<file path="src/design/upd_pkg.sv">
package upd_pkg;

  localparam logic [7:0] CH_PERCENT = 8'h25;
  localparam logic [7:0] CH_PLUS    = 8'h2B;
  localparam logic [7:0] CH_SPACE   = 8'h20;

  localparam int unsigned ADDR_W = 2;
  localparam int unsigned DATA_W = 32;

  localparam logic [ADDR_W-1:0] REG_PLUS_AS_SPACE = 2'd0;

  typedef enum logic [1:0] {
    PH_IDLE = 2'd0,
    PH_PCT  = 2'd1,
    PH_HELD = 2'd2
  } phase_t;

  // One queue word: the decoded bytes of one input, slot 0 goes out first.
  typedef struct packed {
    logic [2:0][7:0] bytes;
    logic [1:0]      cnt;
    logic            fin;
  } upd_word_t;

  typedef struct packed {
    phase_t phase;
  } front_stat_t;

  function automatic logic is_hex(input logic [7:0] c);
    is_hex = (c >= 8'h30 && c <= 8'h39) ||
             (c >= 8'h41 && c <= 8'h46) ||
             (c >= 8'h61 && c <= 8'h66);
  endfunction

  // Valid only for hex digits; letters of either case map through the low nibble.
  function automatic logic [3:0] hex_val(input logic [7:0] c);
    if (c <= 8'h39) begin
      hex_val = c[3:0];
    end else begin
      hex_val = c[3:0] + 4'd9;
    end
  endfunction

endpackage

</file>
<file path="src/design/upd_front.sv">
module upd_front
  import upd_pkg::*;
(
  input  logic        clk,
  input  logic        rst_n,
  input  logic        in_valid,
  input  logic [7:0]  in_byte,
  input  logic        in_is_final,
  output logic        in_stall,
  input  logic        plus_as_space,
  input  logic        q_full,
  output logic        push,
  output upd_word_t   push_word,
  output front_stat_t stat
);

  phase_t          phase_r, phase_nxt;
  logic [7:0]      held_r, held_nxt;
  logic [2:0][7:0] y;
  logic [1:0]      n;
  logic [7:0]      mapped;
  logic            b_hex;
  logic            acc;

  assign in_stall = q_full;
  assign acc      = in_valid && !q_full;
  assign b_hex    = is_hex(in_byte);
  assign mapped   = (in_byte == CH_PLUS && plus_as_space) ? CH_SPACE : in_byte;

  always_comb begin
    y         = '0;
    n         = 2'd0;
    phase_nxt = phase_r;
    held_nxt  = held_r;
    unique case (phase_r)
      PH_PCT: begin
        if (b_hex) begin
          held_nxt  = in_byte;
          phase_nxt = PH_HELD;
        end else begin
          y[0] = CH_PERCENT;
          if (in_byte == CH_PERCENT) begin
            n         = 2'd1;
            phase_nxt = PH_PCT;
          end else begin
            y[1]      = mapped;
            n         = 2'd2;
            phase_nxt = PH_IDLE;
          end
        end
      end
      PH_HELD: begin
        if (b_hex) begin
          y[0]      = {hex_val(held_r), hex_val(in_byte)};
          n         = 2'd1;
          phase_nxt = PH_IDLE;
          held_nxt  = 8'h00;
        end else begin
          y[0] = CH_PERCENT;
          y[1] = held_r;
          if (in_byte == CH_PERCENT) begin
            n         = 2'd2;
            phase_nxt = PH_PCT;
          end else begin
            y[2]      = mapped;
            n         = 2'd3;
            phase_nxt = PH_IDLE;
            held_nxt  = 8'h00;
          end
        end
      end
      default: begin
        if (in_byte == CH_PERCENT) begin
          phase_nxt = PH_PCT;
        end else begin
          y[0]      = mapped;
          n         = 2'd1;
          phase_nxt = PH_IDLE;
        end
      end
    endcase

    // end of string flushes an open escape as it came
    if (in_is_final) begin
      if (phase_nxt == PH_PCT) begin
        y[n] = CH_PERCENT;
        n    = n + 2'd1;
      end else if (phase_nxt == PH_HELD) begin
        y[0] = CH_PERCENT;
        y[1] = held_nxt;
        n    = 2'd2;
      end
      phase_nxt = PH_IDLE;
      held_nxt  = 8'h00;
    end
  end

  assign push            = acc && (n != 2'd0);
  assign push_word.bytes = y;
  assign push_word.cnt   = n;
  assign push_word.fin   = in_is_final;
  assign stat.phase      = phase_r;

  always_ff @(posedge clk) begin
    if (!rst_n) begin
      phase_r <= PH_IDLE;
      held_r  <= 8'h00;
    end else if (acc) begin
      phase_r <= phase_nxt;
      held_r  <= held_nxt;
    end
  end

endmodule

</file>
<file path="src/design/upd_queue.sv">
module upd_queue
  import upd_pkg::*;
#(
  parameter int unsigned DEPTH = 4
) (
  input  logic      clk,
  input  logic      rst_n,
  input  logic      push,
  input  upd_word_t push_word,
  input  logic      pop,
  output logic      full,
  output logic      empty,
  output upd_word_t head
);

  localparam int unsigned PTR_W = $clog2(DEPTH);
  localparam int unsigned CNT_W = $clog2(DEPTH + 1);

  upd_word_t        mem_r [DEPTH];
  logic [PTR_W-1:0] wr_ptr_r, wr_ptr_nxt;
  logic [PTR_W-1:0] rd_ptr_r, rd_ptr_nxt;
  logic [CNT_W-1:0] cnt_r, cnt_nxt;

  assign full  = (cnt_r == CNT_W'(DEPTH));
  assign empty = (cnt_r == '0);
  assign head  = mem_r[rd_ptr_r];

  always_comb begin
    wr_ptr_nxt = wr_ptr_r;
    rd_ptr_nxt = rd_ptr_r;
    cnt_nxt    = cnt_r;
    if (push) begin
      wr_ptr_nxt = (wr_ptr_r == PTR_W'(DEPTH - 1)) ? '0 : wr_ptr_r + 1'b1;
    end
    if (pop) begin
      rd_ptr_nxt = (rd_ptr_r == PTR_W'(DEPTH - 1)) ? '0 : rd_ptr_r + 1'b1;
    end
    if (push && !pop) begin
      cnt_nxt = cnt_r + 1'b1;
    end else if (pop && !push) begin
      cnt_nxt = cnt_r - 1'b1;
    end
  end

  always_ff @(posedge clk) begin
    if (!rst_n) begin
      wr_ptr_r <= '0;
      rd_ptr_r <= '0;
      cnt_r    <= '0;
    end else begin
      wr_ptr_r <= wr_ptr_nxt;
      rd_ptr_r <= rd_ptr_nxt;
      cnt_r    <= cnt_nxt;
    end
  end

  always_ff @(posedge clk) begin
    if (push) begin
      mem_r[wr_ptr_r] <= push_word;
    end
  end

endmodule

</file>
<file path="src/design/upd_back.sv">
module upd_back
  import upd_pkg::*;
(
  input  logic      clk,
  input  logic      rst_n,
  input  logic      empty,
  input  upd_word_t head,
  output logic      pop,
  output logic      out_valid,
  input  logic      out_stall,
  output logic [7:0] out_byte,
  output logic      out_run_last,
  output logic      out_string_end
);

  logic [1:0] idx_r, idx_nxt;
  logic       last;
  logic       acc;

  assign out_valid      = !empty;
  assign last           = (idx_r == head.cnt - 2'd1);
  assign acc            = out_valid && !out_stall;
  assign pop            = acc && last;
  assign out_byte       = head.bytes[idx_r];
  assign out_run_last   = last;
  assign out_string_end = last && head.fin;

  always_comb begin
    idx_nxt = idx_r;
    if (acc) begin
      idx_nxt = last ? 2'd0 : idx_r + 2'd1;
    end
  end

  always_ff @(posedge clk) begin
    if (!rst_n) begin
      idx_r <= 2'd0;
    end else begin
      idx_r <= idx_nxt;
    end
  end

endmodule

</file>
<file path="src/design/url_percent_decoder_top.sv">
// Channel  | Ports                                         | Direction
// ---------+-----------------------------------------------+----------
// input    | in_valid, in_stall, in_byte, in_is_final      | in
// result   | out_valid, out_stall, out_byte, out_run_last, | out
//          | out_string_end                                |
// config   | psel, penable, pwrite, paddr, pwdata, prdata, | in/out
//          | pready                                        |
//
// An input word is classified in the cycle it is accepted; it yields 0 to 3
// result words, emitted one per cycle from the head of the queue while
// out_stall is low, so a word holds the result port until all its bytes are out.
// The one-byte result port sets the sustained rate; the front keeps taking
// words until the QUEUE_DEPTH-word queue fills.
// Reset is synchronous, active low; it empties the queue, clears the escape
// state and sets plus_as_space to 0. Each side stalls on its own.
module url_percent_decoder_top
  import upd_pkg::*;
#(
  parameter int unsigned QUEUE_DEPTH = 4  // words, 2 or more
) (
  input  logic              clk,
  input  logic              rst_n,
  // input word
  input  logic              in_valid,
  output logic              in_stall,
  input  logic [7:0]        in_byte,
  input  logic              in_is_final,
  // result word
  output logic              out_valid,
  input  logic              out_stall,
  output logic [7:0]        out_byte,
  output logic              out_run_last,
  output logic              out_string_end,
  // register port
  input  logic              psel,
  input  logic              penable,
  input  logic              pwrite,
  input  logic [ADDR_W-1:0] paddr,
  input  logic [DATA_W-1:0] pwdata,
  output logic [DATA_W-1:0] prdata,
  output logic              pready
);

  logic        plus_r;
  logic        q_push;
  logic        q_pop;
  logic        q_full;
  logic        q_empty;
  upd_word_t   q_in;
  upd_word_t   q_head;
  front_stat_t f_stat;

  // Single register: every address in the window maps to plus_as_space.
  assign pready = 1'b1;
  assign prdata = (paddr == REG_PLUS_AS_SPACE) ? {{(DATA_W-1){1'b0}}, plus_r} :
                                                 {{(DATA_W-1){1'b0}}, plus_r};

  always_ff @(posedge clk) begin
    if (!rst_n) begin
      plus_r <= 1'b0;
    end else if (psel && penable && pwrite && pready) begin
      plus_r <= pwdata[0];
    end
  end

  // Front: escape tracking, builds one queue word per input that yields bytes.
  upd_front u_front (
    .clk           (clk),
    .rst_n         (rst_n),
    .in_valid      (in_valid),
    .in_byte       (in_byte),
    .in_is_final   (in_is_final),
    .in_stall      (in_stall),
    .plus_as_space (plus_r),
    .q_full        (q_full),
    .push          (q_push),
    .push_word     (q_in),
    .stat          (f_stat)
  );

  upd_queue #(
    .DEPTH (QUEUE_DEPTH)
  ) u_queue (
    .clk       (clk),
    .rst_n     (rst_n),
    .push      (q_push),
    .push_word (q_in),
    .pop       (q_pop),
    .full      (q_full),
    .empty     (q_empty),
    .head      (q_head)
  );

  // Back: serializes the head word onto the byte-wide result port.
  upd_back u_back (
    .clk            (clk),
    .rst_n          (rst_n),
    .empty          (q_empty),
    .head           (q_head),
    .pop            (q_pop),
    .out_valid      (out_valid),
    .out_stall      (out_stall),
    .out_byte       (out_byte),
    .out_run_last   (out_run_last),
    .out_string_end (out_string_end)
  );

  // string end only ever lands on the last byte of a run
  a_end_is_last: assert property (@(posedge clk) disable iff (!rst_n)
    out_valid && out_string_end |-> out_run_last)
    else $error("string_end without run_last");

  // a final input always yields at least one byte
  a_final_pushes: assert property (@(posedge clk) disable iff (!rst_n)
    in_valid && !in_stall && in_is_final |-> q_push)
    else $error("final input produced no word");

  // escape state is idle after the end of a string
  a_final_idle: assert property (@(posedge clk) disable iff (!rst_n)
    in_valid && !in_stall && in_is_final |=> f_stat.phase == PH_IDLE)
    else $error("escape left open after final input");

  // a queued word never has an empty run
  a_head_cnt: assert property (@(posedge clk) disable iff (!rst_n)
    out_valid |-> q_head.cnt != 2'd0)
    else $error("empty word at queue head");

endmodule
</file>
<file path="config.mk">
export PLATFORM = sky130hd
export DESIGN_NAME = url_percent_decoder_top
export DESIGN_NICKNAME = d
export VERILOG_FILES = /design/src/design/upd_pkg.sv /design/src/design/upd_front.sv /design/src/design/upd_queue.sv /design/src/design/upd_back.sv /design/src/design/url_percent_decoder_top.sv
export SDC_FILE = /design/constraint.sdc
export NUM_CORES = 1
export LEC_CHECK = 0
export ABC_AREA = 1
export BUFFER_PORTS_ARGS = -buffer_cell sky130_fd_sc_hd__buf_2
export CAP_MARGIN = 20
export CORE_MARGIN = 2
export CORE_UTILIZATION = 30
export DETAILED_ROUTE_END_ITERATION = 8
export GPL_ROUTABILITY_DRIVEN = 0
export PLACE_DENSITY = 0.57
export SYNTH_ARGS = -nofsm -noshare
export SYNTH_HDL_FRONTEND = slang
export SYNTH_SLANG_ARGS = --single-unit
</file>
<file path="constraint.sdc">
create_clock -name clk -period 5 [get_ports clk]
set_input_delay 1 -clock clk [delete_from_list [all_inputs] [get_ports clk]]
set_output_delay 1 -clock clk [all_outputs]
set_load 0.03 [all_outputs]
</file>
==> PnR_summary.wiki, run 1 <==
{| class="wikitable"
! Metric !! Value
|-
| Share of total power in combinational logic || 26.4%
|-
| Synth-to-Final Area Change || 13.5%
|-
| Share of total power in sequential cells || 38.2%
|-
| Post-CTS setup buffers || 0
|-
| Synth Instances || about 680
|-
| Number of synthesis warnings || 0
|-
| Setup repair after global routing missed its margin || no
|-
| Number of non-filler instances in the completed layout || ~1,000
|-
| Final worst setup slack || ~1.0 ns
|-
| Post-route DRC violation count || 0
|-
| Primary FF master, synth || sky130_fd_sc_hd__edfxtp_1
|-
| Crit. End Element || register
|-
| Maximum capacitance violations || 0
|-
| Vert. Die Dim || 153 um
|-
| Reported net switching power || 1.12 mW
|-
| Mean post-synth cell area || ~9.7 um2
|-
| Number of enable-type register cells in the synthesized netlist || 108
|-
| Peak supply drop || 0.000233 V
|-
| Proportion of power drawn by the clock network || 35.4%
|-
| Slew Limit Fails || 0
|-
| Clock transition at path regs || 0.05 ns
|-
| Ratio of routed vias to standard cells || 4.75
|-
| Maximum number of buffers from clock root to sink || 2
|-
| Arrival @ worst endpoint || 4.29 ns
|-
| Count of pins on the block boundary || 95
|-
| Filler Cell Count || approximately 2,200
|-
| Tot GR Track Use || 13.7%
|-
| Share of post-route cells with drive strength above 1 || approximately 14%
|-
| Vias || 4,766
|-
| Die Outline Area || 0.0233 mm2
|-
| Area post-placement || 0.00695 mm2
|-
| Register-to-Register Path Depth || 17
|-
| Lkg Pwr || ~2.9 nW
|-
| Number of search-and-repair iterations in the first detailed-routing pass || 5
|-
| Floorplan core area || roughly 0.022 mm2
|-
| Final count of negative-setup-slack endpoints || 0
|-
| Number of buffers inserted for hold repair after clock tree synthesis || 0
|-
| Vias in the first global route || 4,385
|-
| Cell total after placement || 973
|-
| Port Buf Inserts || 29
|-
| Synth Cell Area || 0.00663 mm2
|-
| Area of all placed cells without fillers || 0.00752 mm2
|-
| Ant diodes || 0
|-
| Share of the cycle needed by the critical path after routing || 79.6%
|-
| Fraction of the yosys area taken by sequential cells || 55.5%
|-
| Classification of the worst-slack hold path || register to register
|-
| Num CTS Buffers || 17
|-
| Hold wc startpoint || plus_r
|-
| Post-layout net count || 782
|-
| Gates resized, CTS repair || 0
|-
| Cell at the root of the clock tree || sky130_fd_sc_hd__clkbuf_16
|-
| Run status || completed
|-
| Startpoint class of the critical path || input pin
|-
| Classification of the worst setup path || input pin to register
|-
| Register bit count reported by yosys || 130
|-
| Post-route ant nets || 0
|-
| Critical Path RT || between 5 and 6 ns
|-
| Reg2Reg Capture Point || u_queue.cnt_r[1]
|-
| Final setup TNS || 0 ns
|-
| Worst setup slack before clock tree synthesis || 0.581 ns
|-
| Placement Rows || 54
|-
| Number of DRC markers after the initial detailed-route iteration || ~430
|-
| Ys async rst share || 0%
|-
| Actual slew at the worst max-slew pin || 0.867 ns
|-
| Die width || 153 um
|-
| Critical path peak fanout || 8
|-
| Power Density || 453 mW/mm2
|-
| Top achievable clock speed || 0.251 GHz
|-
| Sum of overflow across all layers after global routing || 0
|-
| Count of distinct cell types in the synthesized netlist || between 40 and 50
|-
| H-tree lvl count || 4
|-
| Final worst path period need || 3.98 ns
|-
| Switching share of power || 32.8%
|-
| Internal power || 2.29 mW
|-
| Wire length of the first global-routing pass || around 25 mm
|-
| Initial cell density of the core || 30.5%
|-
| HPWL reported at the end of detailed placement || 10.3 mm
|-
| Final worst clock skew || 0.0112 ns
|-
| Hold path cells || 2
|-
| Insertion delay to the later sink of the worst-skew pair || between 0.4 and 0.5 ns
|-
| Wire per inst || 15.6 um
|-
| CTS tree || done
|-
| Core utilization of the finished layout || 34.6%
|-
| Maximum number of pins on one net before global-route repair || 55
|-
| Antenna violations before repair || 0
|-
| Aggregate routed wire length || approximately 16 mm
|-
| TritonCTS sink count || 130
|-
| Endpoints failing hold || 0
|-
| Endpoint, Worst Hold || plus_r
|-
| RR Startpoint || u_front.stat[0]
|-
| Relative slew slack || 42.0%
|-
| Register-to-register path setup slack || approximately 1.4 ns
|}
-- worst max path at each step --
stage                from                to  slack (ns)  depth (start not counted)
2_1_floorplan  in_byte[1]  u_queue.cnt_r[1]        1.18                         23
3_3_place_gp   in_byte[1]  u_queue.cnt_r[2]        0.62                         27
3_5_place_dp   in_byte[1]  u_queue.cnt_r[2]        0.58                         27
4_1_cts        in_byte[1]  u_queue.cnt_r[2]        1.01                         27
5_1_grt        in_byte[1]  u_queue.cnt_r[2]        0.62                         27
6_report       in_byte[1]  u_queue.cnt_r[2]        1.02                         27
-- metal layers --
layer  track usage (%)  vias up  share of wire, %
met5                 0        -                 0
met4              5.38        0               2.6
met3              3.16       26               5.7
met2              21.7      161                46
met1              18.2     2225                46
li1                  -     2354                 -
-- power groups by stage --
stage | clock network [mW] | registers, mW | logic (mW)
after global routing | 1.28 | 1.31 | 0.991
final | 1.21 | 1.30 | 0.899
after floorplan | 0 | 1.32 | 0.663
after global placement | 0 | 1.32 | 0.902
after CTS | 1.24 | 1.30 | 0.908
after detailed placement | 0 | 1.33 | 0.904
-- worst max-delay path, stage by stage --
cell and delay [ns]:
sky130_fd_sc_hd__buf_2 0.12, sky130_fd_sc_hd__inv_1 0.16, sky130_fd_sc_hd__ha_1 0.22, sky130_fd_sc_hd__inv_1 0.06
sky130_fd_sc_hd__nor2_2 0.09, sky130_fd_sc_hd__nand3_1 0.08, sky130_fd_sc_hd__nand2_1 0.06, sky130_fd_sc_hd__nand2_1 0.05
sky130_fd_sc_hd__nand2_2 0.12, sky130_fd_sc_hd__inv_2 0.07, sky130_fd_sc_hd__nor2_8 0.15, sky130_fd_sc_hd__nand2_4 0.09
sky130_fd_sc_hd__nand2_1 0.13, sky130_fd_sc_hd__nand2_2 0.09, sky130_fd_sc_hd__ha_1 0.29, sky130_fd_sc_hd__or2_1 0.10
sky130_fd_sc_hd__nand2_2 0.08, sky130_fd_sc_hd__nand2_4 0.09, sky130_fd_sc_hd__nand2_2 0.10, sky130_fd_sc_hd__inv_1 0.09
sky130_fd_sc_hd__ha_1 0.14, sky130_fd_sc_hd__inv_1 0.07, sky130_fd_sc_hd__fa_1 0.38, sky130_fd_sc_hd__a21oi_1 0.14
sky130_fd_sc_hd__o21ai_0 0.11, sky130_fd_sc_hd__o21ai_0 0.16, sky130_fd_sc_hd__a21oi_1 0.05
-- state kept, by name, indices dropped and copies added (netlist names), named ones only --
signal and flops:
u_front.stat 2, u_queue.mem_r 108, u_queue.wr_ptr_r 2, u_queue.rd_ptr_r 2, u_queue.cnt_r 3, u_front.held_r 8, plus_r 1, u_back.idx_r 2
-- kinds of logic (layout without fill, tap and decap cells) --
logic type	after synthesis	in the layout	share of synthesized area [%]
simple gates	240	240	16.2
compound gates	156	156	14.0
flops	130	130	55.5
buf+inv	128	139	9.34
fa+ha+maj	20	20	3.89
xor+xnor	7	7	0.925
other cells	2	32	0.113
-- cells in the final DEF (no fill, tap or decap), types with 4 or more instances in the layout --
cell type / instances
sky130_fd_sc_hd__edfxtp_1: 108
sky130_fd_sc_hd__nand2_1: 101
sky130_fd_sc_hd__nor2_1: 78
sky130_fd_sc_hd__o21ai_0: 74
sky130_fd_sc_hd__inv_1: 60
sky130_fd_sc_hd__conb_1: 32
sky130_fd_sc_hd__buf_2: 29
sky130_fd_sc_hd__nand3_1: 28
sky130_fd_sc_hd__a21oi_1: 27
sky130_fd_sc_hd__dfxtp_1: 22
sky130_fd_sc_hd__ha_1: 19
sky130_fd_sc_hd__o22ai_1: 18
sky130_fd_sc_hd__clkbuf_16: 17
sky130_fd_sc_hd__o221ai_1: 14
sky130_fd_sc_hd__inv_2: 9
sky130_fd_sc_hd__buf_4: 8
sky130_fd_sc_hd__nor2_2: 7
sky130_fd_sc_hd__nand2_2: 7
sky130_fd_sc_hd__a32o_1: 7
sky130_fd_sc_hd__xor2_1: 7
sky130_fd_sc_hd__nor3_1: 6
sky130_fd_sc_hd__o21ai_1: 5
sky130_fd_sc_hd__nand2_4: 4
-- synth_stat cells, types with 2 or more instances --
library cell,count,area (um2)
sky130_fd_sc_hd__buf_4,34,255
sky130_fd_sc_hd__nand2_4,4,45.0
sky130_fd_sc_hd__o21ai_0,74,370
sky130_fd_sc_hd__conb_1,2,7.51
sky130_fd_sc_hd__nand2_2,7,43.8
sky130_fd_sc_hd__nand2_1,101,379
sky130_fd_sc_hd__o22ai_1,18,113
sky130_fd_sc_hd__clkbuf_1,21,78.8
sky130_fd_sc_hd__a32o_1,7,70.1
sky130_fd_sc_hd__inv_1,60,225
sky130_fd_sc_hd__nor3_1,6,30.0
sky130_fd_sc_hd__xor2_1,7,61.3
sky130_fd_sc_hd__inv_2,9,33.8
sky130_fd_sc_hd__o221ai_1,14,123
sky130_fd_sc_hd__a32oi_1,2,17.5
sky130_fd_sc_hd__o21ai_1,5,25.0
sky130_fd_sc_hd__nor2_1,78,293
sky130_fd_sc_hd__edfxtp_1,108,3240
sky130_fd_sc_hd__nand4_1,2,12.5
sky130_fd_sc_hd__nand3_1,28,140
sky130_fd_sc_hd__a21oi_1,27,135
sky130_fd_sc_hd__ha_1,19,238
sky130_fd_sc_hd__nand3_2,2,20.0
sky130_fd_sc_hd__o211ai_1,3,22.5
sky130_fd_sc_hd__dfxtp_1,22,440
sky130_fd_sc_hd__nor2_2,7,43.8
-- per-stage QoR --
stage                     power, mW  hold slack [ns]
after detailed placement       2.23            0.483
final                          3.41            0.481
after global placement         2.23            0.478
after floorplan                1.98            0.437
after CTS                      3.45            0.491
after global routing           3.59            0.513
-- layout make-up --
type                            count  area (um2)  share of cell area, %
Clock inverter                     11         139                   1.85
Timing Repair Buffer               37         205                   2.73
Sequential cell                   130        3680                   49.0
Tap cell                          280         350                   4.66
Inverter                           71         269                   3.57
Clock buffer                       20         437                   5.80
Multi-Input combinational cell    455        2440                   32.4
Power figures use the tool's default switching activity.
==> run 2: changes to the inputs <==
Clock period 5 ns to 4.1 ns, I/O delays scaled along.
==> PnR_summary.wiki, run 2 (synthesis gave the netlist of run 1 again) <==
{| class="wikitable"
! Metric !! Value
|-
| TritonCTS sink count || 130
|-
| Wire per inst || 15.4 um
|-
| Setup repair after global routing missed its margin || no
|-
| Insertion delay to the later sink of the worst-skew pair || 0.42 ns
|-
| Arrival @ worst endpoint || 3.82 ns
|-
| Run status || completed
|-
| Cell total after placement || between 900 and 1,000
|-
| Port Buf Inserts || 29
|-
| Critical Path End || u_queue.cnt_r[2]
|-
| Die width || 153 um
|-
| Startpoint class of the critical path || input pin
|-
| CTS tree || done
|-
| Count of pins on the block boundary || 95
|-
| Initial cell density of the core || approximately 30%
|-
| Relative slew slack || a little over two fifths
|-
| Number of non-filler instances in the completed layout || between 1,000 and 1,500
|-
| Clock transition at path regs || ~0.06 ns
|-
| Vias || 4,801
|-
| Final count of negative-setup-slack endpoints || 0
|-
| Final worst clock skew || 0.00799 ns
|-
| Highest-count cells in the layout ignoring fill and taps || sky130_fd_sc_hd__edfxtp_1, sky130_fd_sc_hd__nand2_1, sky130_fd_sc_hd__nor2_1, sky130_fd_sc_hd__o21ai_0, sky130_fd_sc_hd__inv_1
|-
| Final Total Pwr || 4.15 mW
|-
| Post-route DRC violation count || 0
|-
| Registers with the most flip-flops || u_queue.mem_r: 108 flops, u_front.held_r: 8 flops, u_queue.cnt_r: 3 flops
|-
| Gates resized, CTS repair || 0
|-
| Actual slew at the worst max-slew pin || 0.865 ns
|-
| Number of buffers inserted for hold repair after clock tree synthesis || 0
|-
| Worst setup slack before clock tree synthesis || 0.139 ns
|-
| Register-to-register path setup slack || ~0.79 ns
|-
| Aggregate routed wire length || 15.6 mm
|-
| Slew Limit Fails || 0
|-
| HPWL reported at the end of detailed placement || around 10 mm
|-
| Post-route ant nets || 0
|-
| H-tree lvl count || 4
|-
| Ant diodes || 0
|-
| Post-layout net count || approximately 790
|-
| Tot GR Track Use || 13.5%
|-
| Share of the cycle needed by the critical path after routing || 85.8%
|-
| Top achievable clock speed || about 0.28 GHz
|-
| Ratio of routed vias to standard cells || 4.73
|-
| Maximum capacitance violations || 0
|-
| Power Density || 543 mW/mm2
|-
| Num CTS Buffers || 17
|-
| Endpoints failing hold || 0
|-
| Final setup TNS || 0 ns
|-
| Final worst path period need || 3.52 ns
|-
| Synth-to-Final Area Change || 15.1%
|-
| Floorplan core area || 0.0218 mm2
|-
| Post-CTS setup buffers || 0
|-
| Critical Path RT || 4.41 ns
|-
| Cell at the root of the clock tree || sky130_fd_sc_hd__clkbuf_16
|-
| Final worst setup slack || 0.584 ns
|-
| Crit. End Element || register
|-
| Lkg Pwr || between 2 and 3 nW
|-
| Antenna violations before repair || 0
|-
| Vias in the first global route || 4,302
|-
| Sum of overflow across all layers after global routing || 0
|-
| Maximum number of buffers from clock root to sink || 2
|-
| Maximum number of pins on one net before global-route repair || 55
|-
| Critical path origin || in_byte[1]
|-
| Peak supply drop || 0.000285 V
|-
| Number of DRC markers after the initial detailed-route iteration || approximately 570
|-
| Die Outline Area || 0.0233 mm2
|-
| Number of search-and-repair iterations in the first detailed-routing pass || 6
|-
| Max reg flops || around 110
|-
| Leading cell type in the layout, fill and taps excluded || sky130_fd_sc_hd__edfxtp_1
|-
| RR Startpoint || u_front.stat[0]
|-
| Share of post-route cells with drive strength above 1 || 15.1%
|-
| Reg2Reg Capture Point || u_queue.cnt_r[2]
|-
| Filler Cell Count || 2,202
|-
| Critical path peak fanout || 5
|-
| Classification of the worst-slack hold path || register to register
|-
| Vert. Die Dim || 153 um
|-
| Classification of the worst setup path || input pin to register
|-
| Largest register by flop count || u_queue.mem_r
|-
| Wire length of the first global-routing pass || 24.3 mm
|-
| Placement Rows || between 50 and 60
|-
| Register-to-Register Path Depth || 19
|}
==> run 2: area by class of cell <==
cell class	count	area (um2)	share of cell area, %
flip-flops and latches	130	3680	48.3
multi-input cells	455	2440	32.0
clock buffers	17	425	5.57
well taps	280	350	4.59
repair buffers	46	323	4.23
inverters	71	269	3.52
clock inverters	15	141	1.85
==> run 2: worst min path at each step <==
| stage | startpoint | endpoint | slack (ns) | depth (start not counted) |
|---|---|---|---|---|
| 3_5_place_dp | u_front.stat[1] | u_front.stat[1] | 0.48 | 2 |
| 5_1_grt | u_queue.rd_ptr_r[1] | register | 0.51 | 2 |
| 2_1_floorplan | plus_r | plus_r | 0.44 | 2 |
| 3_3_place_gp | u_queue.rd_ptr_r[1] | register | 0.48 | 2 |
| 6_report | u_front.stat[1] | u_front.stat[1] | 0.49 | 2 |
| 4_1_cts | u_front.stat[1] | u_front.stat[1] | 0.49 | 2 |
==> run 2: per-layer routing <==
metal / global-route usage, % / up-vias / part of all wire, %
met5: 0 / - / 0
met4: 3.66 / 0 / 1.2
met3: 3.58 / 15 / 5.9
met2: 21.2 / 173 / 46
met1: 18.4 / 2241 / 46
li1: - / 2372 / -
==> run 2: worst max-delay path, cell delays in order <==
cell	delay (ns)
sky130_fd_sc_hd__buf_2	0.13
sky130_fd_sc_hd__inv_1	0.14
sky130_fd_sc_hd__ha_1	0.21
sky130_fd_sc_hd__inv_1	0.05
sky130_fd_sc_hd__nor2_2	0.09
sky130_fd_sc_hd__nand3_1	0.08
sky130_fd_sc_hd__nand2_1	0.06
sky130_fd_sc_hd__nand2_1	0.06
sky130_fd_sc_hd__nand2_2	0.12
sky130_fd_sc_hd__inv_2	0.07
sky130_fd_sc_hd__nor2_8	0.09
sky130_fd_sc_hd__nand2_4	0.05
sky130_fd_sc_hd__nand2_1	0.12
sky130_fd_sc_hd__nand2_2	0.07
sky130_fd_sc_hd__ha_1	0.26
sky130_fd_sc_hd__or2_1	0.12
sky130_fd_sc_hd__nand2_2	0.08
sky130_fd_sc_hd__nand2_4	0.07
sky130_fd_sc_hd__nand2_2	0.05
sky130_fd_sc_hd__inv_1	0.07
sky130_fd_sc_hd__ha_1	0.13
sky130_fd_sc_hd__inv_1	0.06
sky130_fd_sc_hd__fa_1	0.38
sky130_fd_sc_hd__a21oi_1	0.14
sky130_fd_sc_hd__o21ai_0	0.11
sky130_fd_sc_hd__o21ai_0	0.16
sky130_fd_sc_hd__a21oi_1	0.05
==> run 2: per-stage QoR <==
step | util, % | hold slack (ns) | instance area [um2]
6_report | 35.1 | 0.485 | 7630
5_1_grt | 35.1 | 0.507 | 7630
4_1_cts | 35.1 | 0.489 | 7630
3_5_place_dp | 32.5 | 0.480 | 7070
3_3_place_gp | 32.5 | 0.475 | 7070
2_1_floorplan | - | 0.437 | 6740
==> run 2: where the power goes <==
part / internal, mW / total, mW / switching, mW
combinational: 0.317 / 1.11 / 0.794
sequential: 1.55 / 1.59 / 0.0374
clock: 0.885 / 1.45 / 0.561
total: 2.75 / 4.15 / 1.39
